$ cat config.mk
export PLATFORM = sky130hd
export DESIGN_NAME = ldwf_ctrl
export DESIGN_NICKNAME = d
export VERILOG_FILES = /design/src/rtl/ldwf_pkg.sv /design/src/rtl/ldwf_ctrl.sv
export SDC_FILE = /design/constraint.sdc
export NUM_CORES = 1
export LEC_CHECK = 0
export ABC_AREA = 0
export ABC_CLOCK_PERIOD_IN_PS = 2400
export BUFFER_PORTS_ARGS = -buffer_cell sky130_fd_sc_hd__buf_2
export CORE_AREA = 2 2 39 41
export DETAILED_ROUTE_END_ITERATION = 8
export DIE_AREA = 0 0 41 43
export GPL_TIMING_DRIVEN = 1
export MAX_ROUTING_LAYER = met4
export PLACE_DENSITY_LB_ADDON = 0.05
export SLEW_MARGIN = 20
export SYNTH_ARGS = -nofsm -noshare
export SYNTH_HDL_FRONTEND = slang
export SYNTH_SLANG_ARGS = --single-unit
$ cat constraint.sdc
create_clock -name clock -period 2.4 [get_ports clock]
set_input_delay 0.48 -clock clock [delete_from_list [all_inputs] [get_ports clock]]
set_output_delay 0.48 -clock clock [all_outputs]
set_load 0.005 [all_outputs]
$ cat src/rtl/ldwf_pkg.sv
// ----------------------------------------------------------------------------
// ldwf_pkg
// shared constants, types and the reciprocal table of the line filter
// ----------------------------------------------------------------------------
package ldwf_pkg;

   localparam int MaxKernel = 7;
   localparam int MaxWidth  = 1024;
   localparam int ColW      = $clog2(MaxWidth);
   localparam int WinW      = $clog2(MaxKernel);
   localparam int RecipW    = 19;
   localparam int RecipSh   = 20;
   localparam int SumW      = 16;
   localparam int ProdW     = 34;

   localparam logic [1:0] CsrOrientation = 2'd0;
   localparam logic [1:0] CsrKernelSize  = 2'd1;
   localparam logic [1:0] CsrLineWidth   = 2'd2;

   typedef struct packed {
      logic load;
      logic update;
      logic acc_step;
      logic mul;
      logic out_load;
   } ldwf_cmd_type;

   typedef struct packed {
      logic col_last;
      logic rsp_free;
   } ldwf_sts_type;

   // ceil(2^20 / (k*k))
   function automatic logic [RecipW-1:0] recip(input logic [2:0] k);
      logic [RecipW-1:0] r;
      begin
         case (k)
            3'd2: r = 19'd262144;
            3'd3: r = 19'd116509;
            3'd4: r = 19'd65536;
            3'd5: r = 19'd41944;
            3'd6: r = 19'd29128;
            3'd7: r = 19'd21400;
            default: r = 19'd262144;
         endcase
         return r;
      end
   endfunction

endpackage

$ cat src/rtl/ldwf_ctrl.sv
// ----------------------------------------------------------------------------
// ldwf_ctrl
// sequencer: read, window update, column accumulation, scaling, output
// ----------------------------------------------------------------------------
module ldwf_ctrl import ldwf_pkg::*; (
   input  logic         clock,
   input  logic         reset,
   input  logic         req_tvalid,
   output logic         req_tready,
   input  ldwf_sts_type sts,
   output ldwf_cmd_type cmd
);

   typedef enum logic [4:0] {
      S_IDLE = 5'b00001,
      S_READ = 5'b00010,
      S_ACC  = 5'b00100,
      S_MUL  = 5'b01000,
      S_OUT  = 5'b10000
   } state_type;

   state_type state_ff, state_in;

   always_comb begin
      state_in     = state_ff;
      req_tready   = 1'b0;
      cmd          = '0;
      case (state_ff)
         S_IDLE: begin
            req_tready = 1'b1;
            if (req_tvalid) begin
               cmd.load = 1'b1;
               state_in = S_READ;
            end
         end
         S_READ: begin
            cmd.update = 1'b1;
            state_in   = S_ACC;
         end
         S_ACC: begin
            cmd.acc_step = 1'b1;
            if (sts.col_last) state_in = S_MUL;
         end
         S_MUL: begin
            cmd.mul  = 1'b1;
            state_in = S_OUT;
         end
         S_OUT: begin
            if (sts.rsp_free) begin
               cmd.out_load = 1'b1;
               state_in     = S_IDLE;
            end
         end
         default: state_in = S_IDLE;
      endcase
   end

   always_ff @(posedge clock) begin
      if (reset) state_ff <= S_IDLE;
      else state_ff <= state_in;
   end

`ifndef ASSERT_OFF
   a_load_read: assert property (@(posedge clock) disable iff (reset)
      cmd.load |=> state_ff == S_READ) else $error("load not followed by read");
   a_out_free: assert property (@(posedge clock) disable iff (reset)
      cmd.out_load |-> sts.rsp_free) else $error("result overwritten");
   a_ready_idle: assert property (@(posedge clock) disable iff (reset)
      req_tready |-> !cmd.update && !cmd.acc_step) else $error("ready while busy");
`endif

endmodule

# Word-level counts from Yosys, hierarchy flattened
# Index checks and enable logic that the tools add are counted.
# totals
regBits,5
in_bits,5
output_inout_bits,6
wordCells,22
# op_classes
n_eq_ne,8
muxes,12
reduce_logical,1
# op_table
cell,n
$pmux W5 S5,1
$mux W5,3
$mux W1,8
$ne A2 B2 Y1 const B,3
$eq A5 B1 Y1 const B,1
$eq A5 B2 Y1 const B,1
$eq A5 B3 Y1 const B,1
$eq A5 B4 Y1 const B,1
$eq A5 B5 Y1 const B,1
$reduce_and A3 Y1,1

# Logic depth before layout (Yosys ltp)
# Gate-level depths: netlist of the first run.
# depth
ltp_word,3
depth_mapped,4
depth_no_buf,3

# Worst setup path before layout of the first run
# Ideal clock, no wire load.
# synth_timing
path_kind,flip-flop to output port
from,register state_ff[1]
to,output port cmd[4] (netlist name)
arrival_ns,0.878
setup_slack_ns,1.042
path_stages_with_launch,5
path_cell_list,dfxtp_1 nor2_1 and3_4 buf_6 and2_2
# synth_lines
item,line,rtl
"start, declared",ldwf_ctrl.sv:22,"state_type state_ff, state_in;"
"start signal, assigned",ldwf_ctrl.sv:60,else state_ff <= state_in;
"end, declared",ldwf_ctrl.sv:11,output ldwf_cmd_type cmd

==> run_results.csv, run 1 <==
group,metric,value,unit
hold_path,hold_path.class,"input port to flip-flop",
final_layout,largest_reg_flops,5,
die,fp.dieArea,0.001763,mm2
synth,seq_area_frac_synth,34.33,%
synth,synth-main-ff-cell,"dfxtp_1",
clock_network,cts_max_level,1,
critical_path,crit_chain,"or3_1 > nor2_1 > buf_2",
final_layout,nets,50,
critical_path,max_stage_delay,0.45,ns
final_layout,reg_top3,"state_ff x5",
critical_path,crit_family,"simple AND/OR/NAND/NOR gates",
die,boundaryPins,11,
timing,hold_viol_final,0,
placed_design,dpl_worst_slack,0.9174,ns
timing,rsz0062_at_grt,"false",
synth,syn_area,291.5,um2
power,combPwrFrac,18.0,%
timing,fin_skew,0.005201,ns
clock_network,cts_setup_buffers,0,
clock_network,cts_buffers,3,
timing,worstMarginPinSlew,0.2580,ns
synth,syn_nets,37,
clock_network,cts_hold_buf,0,
critical_path,critical_path_class,"flip-flop to primary output",
global_routing,track_usage,10.20,%
routing,drt_iter0_markers,2,
clock_network,cts_resized,0,
timing,tns,0,ns
placed_design,dp_hpwl,481.6,um
routing,wire_per_inst,9.917,um
synth,async_reset_ff_share,0,%
power,vdd_ir_drop_max,0.1768,mV
synth,synth_area_leaders,"dfxtp_1 34%, nor2_1 5.2%, nor3b_1 5.2%, nor4b_2 5.2%, and3_4 3.9%",
final_layout,antenna_cells,0,
routing,antenna_left,0,
run_status,run_status,"finished clean",
power,internal_power,173.6,uW
die,die_w,41,um
critical_path,worst_path_max_delay_cell,"or3_1",
final_layout,regMostFlops,"state_ff",
timing,final_max_slew_viol_count,0,
global_routing,first_global_vias,260,
routing,via_per_inst,4.383,
routing,wirelength,595,um
die,rows,14,
synth,postSynthCellCount,32,
routing,dr.pass1.iters,2,
clock_network,clk_pin_slew,0.05,ns
clock_network,cts_sinks,5,
critical_path,setup.worst_path.end_class,"primary output",
synth,ys.warnings.count,0,
timing,maxSlewHeadroom,82.67,%
global_routing,grt.overflow.total,0,
power,total_power,232.7,uW
timing,period_minus_slack,1.734,ns
clock_network,cts_max_path_buffers,2,
placed_design,gp_congestion,0.6477,
synth,ys_ff_latch,5,
clock_network,cts_tree,"yes",
global_routing,antenna_found_initial,0,
power,power_density,630.5,mW/mm2
synth,syn_avg_cell_area,9.110,um2
job,cap_violations,0,
routing,vias,263,
die,start_util,21.07,%
timing,fmax,0.5766,GHz
synth,synthTopCellsByCount,"5 x dfxtp_1, 4 x nor2_1, 2 x nor3_1, 2 x nor3b_1",
timing,setup_ws,0.6657,ns
synth,yosysMostFrequentCell,"dfxtp_1",
global_routing,grt_max_degree,7,
power,p_sw_share,25.40,%
synth,synthDistinctLibCells,23,
final_layout,syn2layout_area_growth,26.61,%
critical_path,crit_fanout,5,
final_layout,fin_util,26.67,%
placed_design,io_buffer_count,10,
synth,netlist.area_leader.share,34.33,%
die,core_area,0.001384,mm2
final_layout,drive_gt1_share,38.64,%
timing,setup_violations,0,
synth,yosys.area.top_type,"dfxtp_1",
power,p_switching,59.12,uW
critical_path,cp.buffers_inverters,1,
critical_path,cp-start-kind,"flip-flop",
power,pwr-share-clk,42.1,%
clock_network,clock_latency,0.24,ns
routing,drc,0,
critical_path,required,1.92,ns
global_routing,grt_pass1_wl,1062,um
synth,synth_edf_count,0,
power,p_leak,0.1604,nW
timing,period_share,72.26,%
critical_path,worstPathArrival,1.25,ns
clock_network,clock_tree.root_cell,"clkbuf_4",
die,die_h,43,um
power,seqPwrFrac,39.9,%
==> power by group through the flow <==
| stage | clock network, mW | registers, mW | logic, mW |
|---|---|---|---|
| 3_3_place_gp | 0 | 0.0948 | 0.0405 |
| 4_1_cts | 0.104 | 0.0928 | 0.0423 |
| 3_5_place_dp | 0 | 0.0943 | 0.0420 |
| 2_1_floorplan | 0 | 0.0930 | 0.0347 |
| 6_report | 0.0980 | 0.0929 | 0.0418 |
| 5_1_grt | 0.113 | 0.0937 | 0.0469 |
==> per-layer routing <==
| layer | part of all wire, % | GRT usage, % |
|---|---|---|
| met1 | 46 | 11.29 |
| met3 | 5.7 | 4.712 |
| met5 | 0 | - |
| met2 | 47 | 11.56 |
| met4 | 1.7 | 12.00 |
==> cell type report <==
| type | instances | area (um2) |
|---|---|---|
| Timing Repair Buffer | 10 | 50.05 |
| Multi-Input combinational cell | 24 | 168.9 |
| Clock buffer | 4 | 26.28 |
| Inverter | 1 | 3.754 |
| Fill cell | 163 | 1015 |
| Tap cell | 16 | 20.02 |
| Sequential cell | 5 | 100.1 |
==> cells in the final DEF (no fill, tap or decap), types with 2 or more instances in the layout <==
master / instances
buf_2: 10
dfxtp_1: 5
nor2_1: 4
clkbuf_4: 3
nor3_1: 2
nor3b_1: 2
==> final timing paths <==
check,from,to,slack (ns),cells after the start
worst max-delay path,state_ff[4],cmd[3],0.67,3
worst min-delay path,reset,state_ff[1],0.48,2
worst max register to register,state_ff[1],state_ff[0],1.23,3
worst min register to register,state_ff[2],state_ff[3],0.61,2
==> cell families (layout without fill, tap and decap cells) <==
family,count (synthesis),in the layout,synth area share [%]
simple gates,17,17,40.35
compound gates,6,6,14.59
flops,5,5,34.34
buf+inv,3,15,7.725
xor+xnor,1,1,3.005
==> through the flow <==
stage	hold slack, ns	instance area, um2	cells
finish	0.4795	369.1	60
floorplan	0.5514	291.5	32
detailed placement	0.6078	342.8	56
CTS	0.4737	369.1	60
global placement	0.5955	342.8	56
global route	0.4813	369.1	60
==> worst register-to-register path, cell delays in order (launching register included) <==
cell and delay, ns:
dfxtp_1 0.35, nor3_1 0.27, o21ai_1 0.15, a221o_1 0.30
Power figures use the tool's default switching activity.
==> inputs of run 2 (changes only) <==
--- a/config.mk
+++ b/config.mk
@@ -5,8 +5,8 @@
 export SDC_FILE = /design/constraint.sdc
 export NUM_CORES = 1
 export LEC_CHECK = 0
-export ABC_AREA = 0
-export ABC_CLOCK_PERIOD_IN_PS = 2400
+export ABC_AREA = 1
+export ABC_CLOCK_PERIOD_IN_PS = 1800
 export BUFFER_PORTS_ARGS = -buffer_cell sky130_fd_sc_hd__buf_2
 export CORE_AREA = 2 2 39 41
 export DETAILED_ROUTE_END_ITERATION = 8
==> constraint.sdc (replaced) <==
create_clock -name clock -period 1.8 [get_ports clock]
set_input_delay 0.36 -clock clock [delete_from_list [all_inputs] [get_ports clock]]
set_output_delay 0.36 -clock clock [all_outputs]
set_load 0.005 [all_outputs]
==> run_results.csv, run 2 <==
group,metric,value,unit
critical_path,r2r_cells,4,
final_layout,multi_input_area,135.1,um2
timing,period_share,86.89,%
clock_network,cts_sinks,5,
hold_path,hold_path.class,"input port to flip-flop",
final_layout,instances_no_fill,69,
placed_design,io_buffer_count,10,
die,core_area,0.001384,mm2
critical_path,worstPathArrival,1.20,ns
job,cap_violations,0,
synth,synth_area_leaders,"dfxtp_1 35%, nand4_1 13%, inv_1 12%, nand3_1 7.0%, nor2_2 6.6%",
final_layout,nFillCells,168,
clock_network,cts_resized,0,
synth,netlist.area_leader.share,35.24,%
critical_path,required,1.44,ns
timing,maxSlewHeadroom,85.37,%
final_layout,antenna_cells,0,
routing,dr.pass1.iters,4,
routing,antenna_left,0,
critical_path,critical_path_class,"flip-flop to primary output",
timing,setup_violations,0,
critical_path,reg2reg_slack,0.75,ns
power,p_leak,0.2039,nW
die,boundaryPins,11,
power,power_density,796.8,mW/mm2
clock_network,cts_hold_buf,0,
synth,synth_edf_count,0,
final_layout,regMostFlops,"state_ff",
timing,hold_viol_final,0,
timing,fin_skew,0.001708,ns
timing,fmax,0.6394,GHz
final_layout,fin_util,26.94,%
synth,synthTopCellsByCount,"9 x inv_1, 6 x nand4_1, 5 x dfxtp_1",
die,fp.dieArea,0.001763,mm2
synth,syn_avg_cell_area,7.101,um2
global_routing,first_global_vias,289,
synth,synth-main-ff-cell,"dfxtp_1",
final_layout,final_common_cell,"buf_2",
synth,syn_nets,45,
clock_network,clock_latency,0.24,ns
run_status,run_status,"finished clean",
final_layout,final_cell_area,372.9,um2
synth,async_reset_ff_share,0,%
placed_design,gp_congestion,0.7966,
critical_path,crit_fanout,5,
synth,seq_area_frac_synth,35.24,%
clock_network,cts_setup_buffers,0,
clock_network,cts_buffers,3,
routing,drt_iter0_markers,14,
hold_path,min_from,"reset",
clock_network,cts_tree,"yes",
synth,syn_area,284.0,um2
timing,whs,0.3513,ns
final_layout,nets,59,
critical_path,setup.worst_path.end_class,"primary output",
routing,wirelength,659,um
final_layout,regArea,100.1,um2
timing,rsz0062_at_grt,"false",
timing,tns,0,ns
placed_design,dp_hpwl,566.8,um
synth,postSynthCellCount,40,
final_layout,syn2layout_area_growth,31.28,%
routing,drc,0,
final_layout,drive_gt1_share,35.85,%
power,total_power,297.1,uW
timing,worstMarginPinSlew,0.2193,ns
timing,setup_ws,0.2361,ns
synth,ys.warnings.count,0,
timing,final_max_slew_viol_count,0,
global_routing,track_usage,10.19,%
critical_path,rr_startpoint,"state_ff[3]",
clock_network,clock_tree.root_cell,"clkbuf_4",
die,rows,14,
synth,ys_ff_latch,5,
final_layout,final_cell_mix,"10 x buf_2, 9 x inv_1, 6 x nand4_1, 5 x dfxtp_1, 4 x nand3_1",
power,vdd_ir_drop_max,0.2560,mV
placed_design,place_area,346.6,um2
synth,yosys.area.top_type,"dfxtp_1",
die,start_util,20.52,%
final_layout,largest_reg_flops,5,
placed_design,dpl_worst_slack,0.4909,ns
critical_path,cp-start-kind,"flip-flop",
critical_path,crit_start,"state_ff[3]",
clock_network,clk_pin_slew,0.04,ns
synth,synthDistinctLibCells,15,
global_routing,antenna_found_initial,0,
clock_network,cts_max_level,1,
routing,wire_per_inst,9.551,um
routing,via_per_inst,4.188,
final_layout,reg_top3,"state_ff x5",
die,die_w,41,um
clock_network,cts_max_path_buffers,2,
routing,vias,289,
timing,period_minus_slack,1.564,ns
die,die_h,43,um
placed_design,dp.cells,65,
synth,yosysMostFrequentCell,"inv_1",
global_routing,grt_pass1_wl,1117,um
global_routing,grt_max_degree,7,
global_routing,grt.overflow.total,0,
critical_path,crit_end,"cmd[4]",
critical_path,r2r-end,"state_ff[0]",
[run 2: changes by cell type after synthesis, sizes merged, moves of 2 or more]
cell,previous run,this run
inv,1,10
a21oi,0,2
nand4,0,6
nor2,4,7
nand3,0,5
o21ai,2,0
nor3b,2,0
and2,2,0
[run 2: worst min path at each step]
stage          slack (ns)  cells after the start     endpoint
3_5_place_dp         0.59                      2  state_ff[4]
2_1_floorplan        0.43                      1  state_ff[2]
6_report             0.35                      2  state_ff[3]
5_1_grt              0.36                      2  state_ff[3]
4_1_cts              0.35                      2  state_ff[4]
3_3_place_gp         0.59                      2  state_ff[4]
[run 2: metal layers]
metal,track usage (%),share of wire (%),wire length [um],vias to the layer above
li1,-,-,-,157
met3,4.712,8.5,56,2
met5,-,0,0,-
met2,12.50,46,304,8
met1,12.22,44,290,122
met4,8.000,1.2,8,0
[run 2: cell families after synthesis]
logic type,synth area share [%]
and+or+nand+nor,41.41
DFF,35.24
AOI/OAI and AO/OA,6.169
buffers and inverters,17.18
[run 2: final cells by class]
type / count / share of cell area (%)
multi-input cells: 23 / 36.24
flip-flops and latches: 5 / 26.85
repair buffers: 10 / 13.42
inverters: 11 / 11.07
clock buffers: 4 / 7.047
well taps: 16 / 5.369
[run 2: worst max-delay path, stage by stage, from the launching register on]
cell	delay (ns)
dfxtp_1	0.33
nor2_2	0.22
nand3_1	0.18
nor2_1	0.12
buf_2	0.12
[run 2: report_power, final]
group | switching, mW | total, mW | internal [mW]
logic | 0.0277 | 0.0487 | 0.0210
registers | 0.00579 | 0.122 | 0.116
clock network | 0.0425 | 0.126 | 0.0836
==> inputs of run 3 (changes only) <==
--- a/config.mk
+++ b/config.mk
@@ -8,6 +8,8 @@
 export ABC_AREA = 1
 export ABC_CLOCK_PERIOD_IN_PS = 1800
 export BUFFER_PORTS_ARGS = -buffer_cell sky130_fd_sc_hd__buf_2
+export CELL_PAD_IN_SITES_DETAIL_PLACEMENT = 0
+export CELL_PAD_IN_SITES_GLOBAL_PLACEMENT = 1
 export CORE_AREA = 2 2 39 41
 export DETAILED_ROUTE_END_ITERATION = 8
 export DIE_AREA = 0 0 41 43
==> run_results.csv, run 3 (synthesized netlist as in run 2, its figures left out) <==
group,metric,value,unit
run_status,run_status,"finished clean",
timing,fmax,0.6317,GHz
die,rows,14,
routing,wire_per_inst,9.783,um
critical_path,crit_start,"state_ff[3]",
clock_network,cts_hold_buf,0,
final_layout,instances_no_fill,69,
timing,period_minus_slack,1.583,ns
critical_path,required,1.44,ns
placed_design,gp_congestion,0.7336,
die,start_util,20.52,%
final_layout,final_common_cell,"buf_2",
timing,worstMarginPinSlew,0.2264,ns
clock_network,cts_resized,0,
global_routing,grt_max_degree,7,
timing,hold_viol_final,0,
final_layout,reg_top3,"state_ff x5",
final_layout,drive_gt1_share,35.85,%
final_layout,final_cell_mix,"10 x buf_2, 9 x inv_1, 6 x nand4_1, 5 x dfxtp_1, 4 x nand3_1",
critical_path,cp-start-kind,"flip-flop",
global_routing,antenna_found_initial,0,
clock_network,clk_pin_slew,0.05,ns
placed_design,dpl_worst_slack,0.4961,ns
power,total_power,304.7,uW
clock_network,clock_tree.root_cell,"clkbuf_4",
final_layout,regMostFlops,"state_ff",
clock_network,cts_tree,"yes",
timing,tns,0,ns
final_layout,antenna_cells,0,
timing,period_share,87.95,%
clock_network,cts_max_level,1,
final_layout,regArea,100.1,um2
placed_design,dp_hpwl,541.1,um
final_layout,nFillCells,159,
hold_path,hold_path.class,"input port to flip-flop",
global_routing,track_usage,9.578,%
power,power_density,817.3,mW/mm2
die,die_h,43,um
die,fp.dieArea,0.001763,mm2
clock_network,clock_latency,0.25,ns
placed_design,dp.cells,65,
timing,final_max_slew_viol_count,0,
routing,dr.pass1.iters,4,
die,core_area,0.001384,mm2
final_layout,multi_input_area,135.1,um2
routing,via_per_inst,4.145,
routing,wirelength,675,um
final_layout,final_cell_area,372.9,um2
power,vdd_ir_drop_max,0.2391,mV
critical_path,crit_fanout,5,
die,boundaryPins,11,
power,p_leak,0.2039,nW
final_layout,largest_reg_flops,5,
routing,antenna_left,0,
final_layout,fin_util,26.94,%
global_routing,grt_pass1_wl,1028,um
routing,drc,0,
routing,vias,286,
timing,setup_violations,0,
final_layout,nets,59,
clock_network,cts_setup_buffers,0,
timing,maxSlewHeadroom,84.89,%
timing,whs,0.3414,ns
critical_path,worstPathArrival,1.22,ns
clock_network,cts_buffers,3,
global_routing,grt.overflow.total,0,
critical_path,setup.worst_path.end_class,"primary output",
placed_design,place_area,346.6,um2
critical_path,rr_startpoint,"state_ff[3]",
timing,fin_skew,0.008703,ns
die,die_w,41,um
global_routing,first_global_vias,245,
clock_network,cts_sinks,5,
critical_path,critical_path_class,"flip-flop to primary output",
job,cap_violations,0,
clock_network,cts_max_path_buffers,2,
hold_path,min_from,"reset",
placed_design,io_buffer_count,10,
routing,drt_iter0_markers,8,
final_layout,syn2layout_area_growth,31.28,%
timing,setup_ws,0.2168,ns
timing,rsz0062_at_grt,"false",
## run 3: cell type report
type / count / share of cell area, %
clock buffer: 4 / 7.047
timing repair buffer: 10 / 13.42
multi-input combinational: 23 / 36.24
inverter: 11 / 11.07
tap: 16 / 5.369
sequential: 5 / 26.85
## run 3: metal layers
layer,part of all wire (%),global-route usage [%],vias to the layer above
li1,-,-,158
met1,49,12.26,116
met2,41,10.63,12
met3,9.8,4.712,0
met4,0,8.000,0
met5,0,-,-
## run 3: final timing paths
path,end,slack [ns],depth (start not counted)
hold reg to reg,state_ff[4],0.61,2
hold / removal,state_ff[3],0.34,2
setup reg to reg,state_ff[0],0.72,4
setup / recovery,cmd[4],0.22,4
## run 3: where the power goes
group	leakage (nW)	switching, mW	total, mW	internal (mW)
combinational	0.148	0.0278	0.0488	0.0210
clock	0.0150	0.0500	0.134	0.0841
sequential	0.0408	0.00557	0.122	0.116
## run 3: worst max-delay path, cell delays in order, from the launching register on
cell and delay, ns:
dfxtp_1 0.33, nor2_2 0.23, nand3_1 0.18, nor2_1 0.12, buf_2 0.12
